==> config.mk <==
export PLATFORM = sky130hd
export DESIGN_NAME = stable_merge_sorter_top
export DESIGN_NICKNAME = d
export VERILOG_FILES = /design/src/sv/smsort_pkg.sv /design/src/sv/smsort_ram.sv /design/src/sv/stable_merge_sorter_top.sv
export SDC_FILE = /design/constraint.sdc
export NUM_CORES = 2
export LEC_CHECK = 0
export ABC_CLOCK_PERIOD_IN_PS = 7600
export BUFFER_PORTS_ARGS = -buffer_cell sky130_fd_sc_hd__buf_2
export CORE_UTILIZATION = 30
export CTS_BUF_LIST = sky130_fd_sc_hd__clkbuf_8
export DETAILED_ROUTE_END_ITERATION = 8
export PLACE_DENSITY = 0.44
export SYNTH_ARGS = -nofsm -noshare
export SYNTH_HDL_FRONTEND = slang
export SYNTH_SLANG_ARGS = --single-unit
==> constraint.sdc <==
create_clock -name clock -period 7.6 [get_ports clock]
set_clock_uncertainty 0.2 [all_clocks]
set_input_delay 1.52 -clock clock [delete_from_list [all_inputs] [get_ports clock]]
set_output_delay 1.52 -clock clock [all_outputs]
set_load 0.02 [all_outputs]
==> src/sv/smsort_pkg.sv <==
// Package for the stable merge sorter: defaults, field widths and sequencer states.
package smsort_pkg;

   // Default set capacity and element width
   localparam int DEPTH_DEF      = 64;
   localparam int VALUE_BITS_DEF = 16;

   // Width of the value fields on the ports
   localparam int FIELD_BITS = 16;

   // Sequencer states
   typedef enum logic [2:0] {
      ST_LOAD,
      ST_SETUP,
      ST_RUN_START,
      ST_MERGE,
      ST_EMIT
   } state_type;

endpackage

==> src/sv/smsort_ram.sv <==
// Generic RAM: one write port, two read ports, registered read data.
module smsort_ram #(
   parameter int WIDTH = 16,
   parameter int DEPTH = 64,
   localparam int AW = (DEPTH > 1) ? $clog2(DEPTH) : 1
) (
   input  logic             clock,
   input  logic             wr_en,
   input  logic [AW-1:0]    wr_addr,
   input  logic [WIDTH-1:0] wr_data,
   input  logic [AW-1:0]    rd0_addr,
   input  logic [AW-1:0]    rd1_addr,
   output logic [WIDTH-1:0] rd0_data,
   output logic [WIDTH-1:0] rd1_data
);

   logic [WIDTH-1:0] mem_ff [DEPTH];
   logic [WIDTH-1:0] rd0_ff;
   logic [WIDTH-1:0] rd1_ff;

   // Write port and registered reads
   always_ff @(posedge clock) begin
      if (wr_en) begin
         mem_ff[wr_addr] <= wr_data;
      end
      rd0_ff <= mem_ff[rd0_addr];
      rd1_ff <= mem_ff[rd1_addr];
   end

   assign rd0_data = rd0_ff;
   assign rd1_data = rd1_ff;

endmodule

==> src/sv/stable_merge_sorter_top.sv <==
// Top level of the stable merge sorter: load, bottom-up merge passes, emit.
// Load: one transfer per cycle; busy stays low until the set closes (last, or DEPTH items).
// Sort: ceil(log2 n) passes (setup, run-start, merge states) on one compare/merge step.
// Emit: n results on consecutive cycles, after setup, emit state and output register.
// Results are strobed.
// Synchronous active-high reset clears the sequencer and count; RAM contents are undefined.
module stable_merge_sorter_top #(
   parameter int DEPTH      = smsort_pkg::DEPTH_DEF,
   parameter int VALUE_BITS = smsort_pkg::VALUE_BITS_DEF
) (
   input  logic                              clock,
   input  logic                              reset,
   input  logic                              start,
   output logic                              busy,
   input  logic [smsort_pkg::FIELD_BITS-1:0] req_value,
   input  logic                              req_last,
   output logic                              rsp_valid,
   output logic [smsort_pkg::FIELD_BITS-1:0] rsp_sorted_value,
   output logic                              rsp_final_res
);

   import smsort_pkg::*;

   localparam int EB = (VALUE_BITS < FIELD_BITS) ? VALUE_BITS : FIELD_BITS;
   localparam int AW = (DEPTH > 1) ? $clog2(DEPTH) : 1;
   localparam int CW = $clog2(DEPTH + 1);
   localparam int SW = CW + 2;

   state_type state_ff, state_in;

   logic [CW-1:0] cnt_ff, cnt_in;
   logic [CW-1:0] n_ff, n_in;
   logic [SW-1:0] width_ff, width_in;
   logic [CW-1:0] lo_ff, lo_in;
   logic [CW-1:0] mid_ff, mid_in;
   logic [CW-1:0] hi_ff, hi_in;
   logic [CW-1:0] a_ff, a_in;
   logic [CW-1:0] b_ff, b_in;
   logic [CW-1:0] k_ff, k_in;
   logic [CW-1:0] e_ff, e_in;
   logic          par_ff, par_in;
   logic          out_v_ff, out_v_in;
   logic          out_fin_ff, out_fin_in;

   logic          load_xfer;
   logic          set_close;
   logic [SW-1:0] lo_w_sum;
   logic [SW-1:0] lo_2w_sum;
   logic [CW-1:0] mid_calc;
   logic [CW-1:0] hi_calc;
   logic          run_last;
   logic          pass_last;
   logic          emit_last;
   logic          take_a;
   logic [EB-1:0] src_a;
   logic [EB-1:0] src_b;
   logic [EB-1:0] merged;

   logic [AW-1:0] rd0_addr;
   logic [AW-1:0] rd1_addr;
   logic          ram0_we;
   logic          ram1_we;
   logic [AW-1:0] wr_addr;
   logic [EB-1:0] ram0_wdata;
   logic [EB-1:0] r0_d0, r0_d1, r1_d0, r1_d1;

   // Two buffers: sorted runs ping-pong between them pass by pass
   smsort_ram #(.WIDTH(EB), .DEPTH(DEPTH)) u_ram0 (
      .clock    (clock),
      .wr_en    (ram0_we),
      .wr_addr  (wr_addr),
      .wr_data  (ram0_wdata),
      .rd0_addr (rd0_addr),
      .rd1_addr (rd1_addr),
      .rd0_data (r0_d0),
      .rd1_data (r0_d1)
   );

   smsort_ram #(.WIDTH(EB), .DEPTH(DEPTH)) u_ram1 (
      .clock    (clock),
      .wr_en    (ram1_we),
      .wr_addr  (wr_addr),
      .wr_data  (merged),
      .rd0_addr (rd0_addr),
      .rd1_addr (rd1_addr),
      .rd0_data (r1_d0),
      .rd1_data (r1_d1)
   );

   // Merge step datapath: the shared compare and pointer arithmetic
   always_comb begin
      load_xfer = start && (state_ff == ST_LOAD);
      set_close = req_last || (cnt_ff == CW'(DEPTH - 1));
      src_a     = par_ff ? r1_d0 : r0_d0;
      src_b     = par_ff ? r1_d1 : r0_d1;
      lo_w_sum  = SW'(lo_ff) + width_ff;
      lo_2w_sum = SW'(lo_ff) + (width_ff << 1);
      mid_calc  = (lo_w_sum >= SW'(n_ff)) ? n_ff : CW'(lo_w_sum);
      hi_calc   = (lo_2w_sum >= SW'(n_ff)) ? n_ff : CW'(lo_2w_sum);
      take_a    = (a_ff < mid_ff) && ((b_ff >= hi_ff) || (src_a <= src_b));
      merged    = take_a ? src_a : src_b;
      run_last  = (SW'(k_ff) + SW'(1)) == SW'(hi_ff);
      pass_last = lo_2w_sum >= SW'(n_ff);
      emit_last = (SW'(e_ff) + SW'(1)) == SW'(n_ff);
   end

   // Next state
   always_comb begin
      state_in = state_ff;
      case (state_ff)
         ST_LOAD: begin
            if (load_xfer && set_close) begin
               state_in = ST_SETUP;
            end
         end
         ST_SETUP: begin
            state_in = (width_ff >= SW'(n_ff)) ? ST_EMIT : ST_RUN_START;
         end
         ST_RUN_START: begin
            state_in = ST_MERGE;
         end
         ST_MERGE: begin
            if (run_last) begin
               state_in = pass_last ? ST_SETUP : ST_RUN_START;
            end
         end
         ST_EMIT: begin
            if (emit_last) begin
               state_in = ST_LOAD;
            end
         end
         default: state_in = ST_LOAD;
      endcase
   end

   // Sequencer outputs and register next values
   always_comb begin
      busy       = (state_ff != ST_LOAD);
      cnt_in     = cnt_ff;
      n_in       = n_ff;
      width_in   = width_ff;
      lo_in      = lo_ff;
      mid_in     = mid_ff;
      hi_in      = hi_ff;
      a_in       = a_ff;
      b_in       = b_ff;
      k_in       = k_ff;
      e_in       = e_ff;
      par_in     = par_ff;
      out_v_in   = 1'b0;
      out_fin_in = 1'b0;
      rd0_addr   = a_ff[AW-1:0];
      rd1_addr   = b_ff[AW-1:0];
      ram0_we    = 1'b0;
      ram1_we    = 1'b0;
      wr_addr    = k_ff[AW-1:0];
      ram0_wdata = merged;
      case (state_ff)
         ST_LOAD: begin
            wr_addr    = cnt_ff[AW-1:0];
            ram0_wdata = req_value[EB-1:0];
            if (load_xfer) begin
               ram0_we = 1'b1;
               if (set_close) begin
                  n_in     = cnt_ff + CW'(1);
                  cnt_in   = '0;
                  width_in = SW'(1);
                  par_in   = 1'b0;
                  e_in     = '0;
               end else begin
                  cnt_in = cnt_ff + CW'(1);
               end
            end
         end
         ST_SETUP: begin
            lo_in = '0;
         end
         ST_RUN_START: begin
            // open a run pair and prefetch both heads
            mid_in   = mid_calc;
            hi_in    = hi_calc;
            a_in     = lo_ff;
            b_in     = mid_calc;
            k_in     = lo_ff;
            rd0_addr = lo_ff[AW-1:0];
            rd1_addr = mid_calc[AW-1:0];
         end
         ST_MERGE: begin
            // write the smaller head, fetch its successor
            ram0_we = par_ff;
            ram1_we = !par_ff;
            k_in    = k_ff + CW'(1);
            if (take_a) begin
               a_in     = a_ff + CW'(1);
               rd0_addr = a_in[AW-1:0];
            end else begin
               b_in     = b_ff + CW'(1);
               rd1_addr = b_in[AW-1:0];
            end
            if (run_last) begin
               lo_in = CW'(lo_2w_sum);
               if (pass_last) begin
                  width_in = width_ff << 1;
                  par_in   = !par_ff;
               end
            end
         end
         ST_EMIT: begin
            rd0_addr   = e_ff[AW-1:0];
            e_in       = e_ff + CW'(1);
            out_v_in   = 1'b1;
            out_fin_in = emit_last;
         end
         default: begin
         end
      endcase
   end

   // Registers
   always_ff @(posedge clock) begin
      if (reset) begin
         state_ff   <= ST_LOAD;
         cnt_ff     <= '0;
         out_v_ff   <= 1'b0;
         out_fin_ff <= 1'b0;
         par_ff     <= 1'b0;
      end else begin
         state_ff   <= state_in;
         cnt_ff     <= cnt_in;
         out_v_ff   <= out_v_in;
         out_fin_ff <= out_fin_in;
         par_ff     <= par_in;
      end
      n_ff     <= n_in;
      width_ff <= width_in;
      lo_ff    <= lo_in;
      mid_ff   <= mid_in;
      hi_ff    <= hi_in;
      a_ff     <= a_in;
      b_ff     <= b_in;
      k_ff     <= k_in;
      e_ff     <= e_in;
   end

   // Result transfer straight from the buffer's read register
   assign rsp_valid        = out_v_ff;
   assign rsp_final_res    = out_fin_ff;
   assign rsp_sorted_value = FIELD_BITS'(src_a);

`ifndef SYNTH
   a_rsp_from_emit: assert property (@(posedge clock) disable iff (reset)
      rsp_valid |-> $past(state_ff) == ST_EMIT)
      else $error("result strobe without emit cycle");

   a_final_needs_valid: assert property (@(posedge clock) disable iff (reset)
      rsp_final_res |-> rsp_valid)
      else $error("final mark without result");

   a_count_bound: assert property (@(posedge clock) disable iff (reset)
      cnt_ff < CW'(DEPTH))
      else $error("element count past capacity");

   a_merge_in_run: assert property (@(posedge clock) disable iff (reset)
      state_ff == ST_MERGE |-> (k_ff < hi_ff) && (SW'(a_ff) + SW'(b_ff) ==
         SW'(k_ff) + SW'(mid_ff)))
      else $error("merge pointers out of step");

   a_final_ends_emit: assert property (@(posedge clock) disable iff (reset)
      rsp_final_res |-> state_ff == ST_LOAD)
      else $error("final result while still sorting");
`endif

endmodule

# Word level (Yosys, flattened, before mapping)
# Memory sizes are Yosys's and may differ from the RTL's. A register that Yosys moved wholly into a read port is not among the register bits.
# Cells that the tools add are included.
# op_classes
addsub	9
order_cmp	6
n_eq_ne	15
muxes	46
n_bitwise	1
reduce_logical	21
# op_table
op	n
7-bit case mux with 2 select lines	5
16-bit 2-to-1 mux	4
7-bit 2-to-1 mux	8
9-bit 2-to-1 mux	4
7-bit by 1-bit adder with 7-bit output (second input constant)	5
9-bit by 7-bit greater-or-equal comparator with 1-bit output	3
7-bit by 9-bit adder with 9-bit output	2
6-bit 2-to-1 mux	3
6-bit case mux with 3 select lines	1
9-bit case mux with 2 select lines	1
7-bit by 1-bit adder with 8-bit output (second input constant)	2
8-bit by 7-bit == test with 1-bit output	2
16-bit <= comparator	1
3-bit case mux with 5 select lines	1
2-bit != test (second input constant)	7
3-bit 2-to-1 mux	4
6-bit case mux with 2 select lines	1
1-bit 2-to-1 mux	11
3-bit AND reduction	3
2-bit AND reduction	4
2-bit nonzero test	4
7-bit by 6-bit == test with 1-bit output (second input constant)	1
7-bit greater-or-equal comparator	1
7-bit less-than comparator	1
14 further kinds	19
# word_totals
reg_bits	78
ramBits	2048
wordCells	114
mem_count	2
# mem_list
memory	depth	width	read_ports	rd_clocked_by_memory_dff	wr	line_no	text
u_ram0.mem_ff	64	16	2	2	1	smsort_ram.sv:17	logic [WIDTH-1:0] mem_ff [DEPTH];
u_ram1.mem_ff	64	16	2	2	1	smsort_ram.sv:17	

# Depth between registers and ports, before layout
# depth
ltp_word	6
ltp_mapped	23
depth_no_buf	18

# Hierarchy
# A second synthesis with hierarchy kept.
# unflattened
hier_cells	5875
area_unflattened_um2	104346.3
# by_module_without_submodules
module	instances	cells_per_inst	area_each_um2	seq_area_each_um2
smsort_ram	2	2582	48836.8	31390.1
stable_merge_sorter_top	1	711	6672.6	2182.1

# Least setup slack after synthesis
# No wires, ideal clock.
# synth_timing
kind	reg2reg
start	register par_ff
end	memory u_ram0.mem_ff[0][0], data pin
setup_ps	356
t_arrival_ps	5665
required_ps	7044
path_slack_ps	1379
path_stages_with_launch	15
period_less_slack_ps	6221
path_cell_list	dfxtp_1 clkbuf_1 clkbuf_1 mux2_2 ha_1 nand4_1 nor4_2 a211oi_1 and2_4 a21oi_4 buf_4 nor2_1 a21oi_1 nand2_1 nand2_1
# synth_via
elab_chain_len	6
elab_cells_between_ends	7
classes_between	1 x order compare; 4 x mux; 2 x reduce/logical
# synth_lines
item	line_no	text
from (decl)	stable_merge_sorter_top.sv:41	logic par_ff, par_in;
from (signal assigned)	stable_merge_sorter_top.sv:232	par_ff <= par_in;
16-bit 2-to-1 mux	stable_merge_sorter_top.sv:94	src_a = par_ff ? r1_d0 : r0_d0;
net rsp_sorted_value (one bit)	stable_merge_sorter_top.sv:18	output logic [smsort_pkg::FIELD_BITS-1:0] rsp_sorted_value,
16-bit <= comparator	stable_merge_sorter_top.sv:100	take_a = (a_ff < mid_ff) && ((b_ff >= hi_ff) || (src_a <= src_b));
1-bit logical OR	stable_merge_sorter_top.sv:100	
1-bit logical AND	stable_merge_sorter_top.sv:100	
16-bit 2-to-1 mux	stable_merge_sorter_top.sv:101	merged = take_a ? src_a : src_b;
net merged[0]	stable_merge_sorter_top.sv:57	logic [EB-1:0] merged;
16-bit 2-to-1 mux	stable_merge_sorter_top.sv:158	case (state_ff)
net ram0_wdata[0]	stable_merge_sorter_top.sv:64	logic [EB-1:0] ram0_wdata;
to (decl)	smsort_ram.sv:17	
# The timed path passes the listed nets, and every way through them passes these cells.

# Worst setup path in the final report
# layout_timing
start	register par_ff
end	register u_ram1.rd1_ff[15] (netlist: u_ram1.rd1_data[15]), read port of u_ram1.mem_ff
# layout_via
elab_chain_len	6
elab_cells_between_ends	7
classes_between	1 x order compare; 4 x mux; 2 x reduce/logical
# layout_lines
item	line_no	text
16-bit 2-to-1 mux, on equally long branches	stable_merge_sorter_top.sv:94, stable_merge_sorter_top.sv:95	
16-bit <= comparator *	stable_merge_sorter_top.sv:100	
1-bit logical OR *	stable_merge_sorter_top.sv:100	
1-bit logical AND *	stable_merge_sorter_top.sv:100	
6-bit 2-to-1 mux *	stable_merge_sorter_top.sv:193	if (take_a) begin
6-bit case mux with 2 select lines *	stable_merge_sorter_top.sv:158	
to (decl)	smsort_ram.sv:19	logic [WIDTH-1:0] rd1_ff;
# Every way passes the cells marked *; elsewhere a longest branch is shown, timed or not.
# A chain may end at the register's enable or synchronous reset.

==> impl.org <==
** Synth
- Adder-cell area share of the yosys netlist :: 0.820%
- Distinct cell type count after synthesis :: slightly above 90
- Most instantiated library cell after synthesis :: sky130_fd_sc_hd__edfxtp_1
- Post-Synth XOR/XNOR Area :: less than 1%
- Share of the synthesized area in compound gates (AO/OA/AOI/OAI) :: around a tenth
- Counting every instance in the synthesized netlist gives around 8k.
- The mapped netlist covers ~100,000 um^2.
- Synthesized area per cell :: roughly 13 um^2
- Of all cell types, the one taking the most synthesized area is sky130_fd_sc_hd__edfxtp_1.
- The synthesized design contains ~2.1k enable-type register cells.
- Of the post-synthesis cell area, the dominant cell type holds between 60% and 70%.
- Most instantiated flip-flop cell in the synthesis netlist :: sky130_fd_sc_hd__edfxtp_1
- Post-synth top cells :: sky130_fd_sc_hd__edfxtp_1 (2,112), sky130_fd_sc_hd__mux2i_1 (1,461), sky130_fd_sc_hd__nand2_1 (1,358), sky130_fd_sc_hd__o22ai_1 (633), sky130_fd_sc_hd__nand3_1 (318)
- Of the post-synthesis cell area, the part taken by muxes is between 10 and 15%.
- The number of nets handed over by synthesis was just over 8k.
- Total of warnings raised by yosys :: 0
- Of all flip-flops after synthesis, the portion carrying an async set or reset was 0%.
- Top cells by area, synth :: sky130_fd_sc_hd__edfxtp_1 (61%), sky130_fd_sc_hd__mux2i_1 (14%), sky130_fd_sc_hd__nand2_1 (4.9%), sky130_fd_sc_hd__o22ai_1 (3.8%), sky130_fd_sc_hd__nand3_1 (1.5%)
- Area fraction in and, or, nand and nor cells after synthesis :: under 10%
- Proportion of synthesized chip area in sequential cells :: a little over three fifths
- Synthesis-stage register bit count :: ~2.2k
- After synthesis, the largest family of logic cells by area is multiplexers.

** Power and ir drop
- Clock share of power :: 28.7%
- Across the VDD grid, the largest voltage drop is ~0.28 mV.
- Sequential power share :: 43.1%
- Cell Pwr Density :: around 310 nW/um^2
- Switching power :: 0.0134 W
- In this run switching power makes up 36.5% of total power.
- LEAKAGE :: 43.0 nW
- Power comes to ~0.037 W.
- Combinational logic is responsible for 28.3% of the overall power.
- The internal power of the cells totals about 0.023 W.

** Drt
- Dividing the detail-routed via count by the number of cells gives about 6.
- Detailed-routing iteration count for the pre-antenna-repair pass :: 8
- Via Count :: 78.4k
- In the final routed layout, each cell accounts on average for approximately 36 um.
- Drt first-iter violations :: between 10k and 15k
- Residual DRC :: 0
- Post-route ant nets :: 0
- Post-Route WL :: between 400,000 and 500,000 um

** Min path
- Hold wc startpoint :: cnt_ff[6]$_SDFFE_PP0P_
- Tightest Hold Check Type :: reg2reg

** Clock network
- Clock tree root buffer cell :: sky130_fd_sc_hd__clkbuf_8
- Counting along the longest clock path gives a buffer depth of 4.
- In this run, post-CTS hold repair placed 0 buffers.
- Clock latency on the worst-skew pair :: between 1 and 1.5 ns
- Counting the buffers created by CTS gives 389.
- The clock tree synthesis step divided the H-tree into 5 levels.
- The clock drives ~2.2k sinks.
- After clock tree synthesis, the clock-pin slew on the worst setup and hold paths is 0.06 ns.
- CTS tree :: done

** GRT
- GRT Total Usage :: around a quarter
- Vias in the first global route :: 74.6k
- Number of antenna violations at the first check in global routing :: 50
- Grt ovf :: 0
- The first global-routing pass estimated roughly 640,000 um of wire.
- Largest net degree at the start of global routing :: between 100 and 150

** STA
- Final worst-path setup slack :: 0.289 ns
- Dividing the final minimum period by the clock period gives 96.2%.
- Minimum clock period after layout :: 7.31 ns
- F_max :: ~140 MHz
- Measured against its own limit, the worst slew margin works out to 6.07%.
- At the pin with the least slew margin, the transition time is 1.39 ns.
- Setup repair after global routing left no endpoint under its margin.
- The max-slew violation total from the final report is 0.
- Setup violations remaining at the end of the flow were counted as 0.
- The hold violation count in the final report came to 0.

** Setup path
- Maximum fanout count along the critical path :: 31
- The worst register-to-register path begins at par_ff$_SDFFE_PP0P_.
- CP Data Required Time :: around 8.4 ns
- For the worst setup path, the data arrival time is ~8.1 ns.
- Class of the most critical setup path :: reg2reg
- Gate family responsible for the most delay along the worst path :: simple AND/OR/NAND/NOR gates
- Setup crit end kind :: flop
- The largest single stage delay on the critical path is 0.82 ns.
- Crit start category :: flop
- Worst path cell trace :: buf_4 > mux2i_1 > ha_1 > nand4_1 > nor4_2 > a211oi_1 > and2_4 > a21oi_4 > mux2_2 > and2_4 > buf_12 > buf_4 > mux2i_1 > o22ai_1 > nor4_2 > o211ai_1 > a211o_1
- Together, buffers and inverters on the worst path number 3.
- The most critical setup path has its startpoint at par_ff$_SDFFE_PP0P_.
- Worst path slowest cell :: sky130_fd_sc_hd__dfxtp_2

** Flow run
- Max-cap violations in this run came to 0.

** Final layout
- Synthesis-to-finish area growth :: 15.1%
- Total Nets Final :: 8,557
- Fraction of final layout cells sized beyond drive strength 1 :: between 10% and 20%

** Die
- The floorplan step defined a die boundary enclosing around 350,000 um^2.
- In this run the count of I/O pins placed on the die edge is 39.
- The floorplan has ~220 rows.
- Initial core utilization :: 30.2%
- The die is slightly below 600 um tall.
- X dimension of the die :: 591 um
- After floorplanning, the core was sized to cover 344,000 um^2.

** Run status
- The flow ran to the end, and the final reports show no timing, DRC or antenna violations.

** Placed design
- OpenSTA, run right after detailed placement, puts the worst setup slack at -0.210 ns.
- At the end of routability-driven placement, the weighted congestion stood at approximately 0.91.
- Detailed placement finished with a half-perimeter wire length of between 200,000 and 300,000 um.
- Number of I/O port buffers :: 38
## through the flow
| step | instance area, um^2 | setup TNS (ns) | util (%) | hold slack [ns] | std cells |
|---|---|---|---|---|---|
| floorplan | 104000 | 0 | - | 0.289 | 8149 |
| global placement | 113000 | -0.251 | 32.7 | 0.324 | 12600 |
| detailed placement | 113000 | -0.210 | 32.7 | 0.340 | 12600 |
| CTS | 120000 | 0 | 34.8 | 0.354 | 13300 |
| global route | 120000 | 0 | 34.8 | 0.370 | 13300 |
| finish | 120000 | 0 | 34.8 | 0.351 | 13400 |
## final cells by class
class / instances / area (um^2)
inverters: 41 / 154
multi-input cells: 5328 / 37200
clock buffers: 411 / 5660
fillers: 33400 / 224000
diodes: 24 / 60.1
repair buffers: 521 / 4500
clock inverters: 292 / 1460
well taps: 4557 / 5700
flip-flops and latches: 2189 / 65000
## timing repair
item / in CTS / in global routing
cloned: 2 / 0
setup endpoints to repair: 1 / 1
gates resized for setup: 1 / 0
hold endpoints to repair: 0 / 0
buffers inserted: 0 / 4
## cell usage in the layout, fill, tap and decap left out, types with 38 or more instances in the layout
cell / netlist / routed
sky130_fd_sc_hd__nor2_4: 0 / 68
sky130_fd_sc_hd__nor2_2: 5 / 75
sky130_fd_sc_hd__clkbuf_8: 0 / 411
sky130_fd_sc_hd__nor2_1: 214 / 76
sky130_fd_sc_hd__a31oi_1: 93 / 93
sky130_fd_sc_hd__ha_1: 65 / 65
sky130_fd_sc_hd__a32oi_1: 67 / 67
sky130_fd_sc_hd__dfxtp_1: 77 / 76
sky130_fd_sc_hd__buf_4: 56 / 428
sky130_fd_sc_hd__buf_12: 0 / 55
sky130_fd_sc_hd__o41ai_1: 74 / 73
sky130_fd_sc_hd__buf_2: 216 / 38
sky130_fd_sc_hd__and3_1: 88 / 87
sky130_fd_sc_hd__clkinv_2: 0 / 43
sky130_fd_sc_hd__nor4_1: 69 / 65
sky130_fd_sc_hd__clkinv_1: 0 / 100
sky130_fd_sc_hd__edfxtp_1: 2112 / 2112
sky130_fd_sc_hd__inv_1: 38 / 162
sky130_fd_sc_hd__nand3_1: 318 / 308
sky130_fd_sc_hd__or4_1: 60 / 60
sky130_fd_sc_hd__o21ai_0: 58 / 56
sky130_fd_sc_hd__mux2i_1: 1461 / 1461
sky130_fd_sc_hd__o22ai_1: 633 / 631
sky130_fd_sc_hd__a21oi_1: 254 / 251
sky130_fd_sc_hd__nand2_1: 1358 / 1331
## cell families after synthesis
kind of cell	Yosys count
AOI/OAI and AO/OA	1467
adders and majority gates	67
DFF	2189
muxes	1494
and+or+nand+nor	2254
buffers and inverters	634
xor gates and xnor gates	44
## flip-flops by register name, summed over array words and instances (netlist names)
name / cells
hi_ff: 7
k_ff: 7
mid_ff: 7
cnt_ff: 7
b_ff: 7
u_ram0.rd0_data: 16
rsp_valid: 1
width_ff: 9
u_ram1.mem_ff: 1024
par_ff: 1
state_ff: 3
n_ff: 7
e_ff: 7
rsp_final_res: 1
lo_ff: 6
u_ram1.rd1_data: 16
u_ram0.mem_ff: 1024
a_ff: 7
u_ram0.rd1_data: 16
u_ram1.rd0_data: 16
## per-layer routing
| metal | GRT usage (%) | vias to the layer above | part of all wire [%] |
|---|---|---|---|
| met1 | 35.8 | 40600 | 42 |
| li1 | - | 32400 | - |
| met4 | 12.1 | 14 | 5.2 |
| met5 | 0 | - | 0.021 |
| met3 | 5.63 | 961 | 9.6 |
| met2 | 40.0 | 4525 | 44 |
## path summary, 6_finish.rpt
path,slack [ns],to,cells past startpoint
setup reg to reg,0.29,u_ram1.rd1_data[15]$_DFF_P_,17
setup / recovery,0.29,u_ram1.rd1_data[15]$_DFF_P_,17
hold / removal,0.35,cnt_ff[6]$_SDFFE_PP0P_,1
hold reg to reg,0.35,cnt_ff[6]$_SDFFE_PP0P_,1
## power by group through the flow
stage                     clock network, W  logic, W  registers (W)
after global placement                   0    0.0100         0.0160
after detailed placement                 0    0.0100         0.0160
after global routing                0.0112    0.0106         0.0157
after CTS                           0.0107    0.0101         0.0158
final                               0.0105    0.0104         0.0158
after floorplan                          0   0.00509         0.0157
Power figures use the tool's default switching activity.
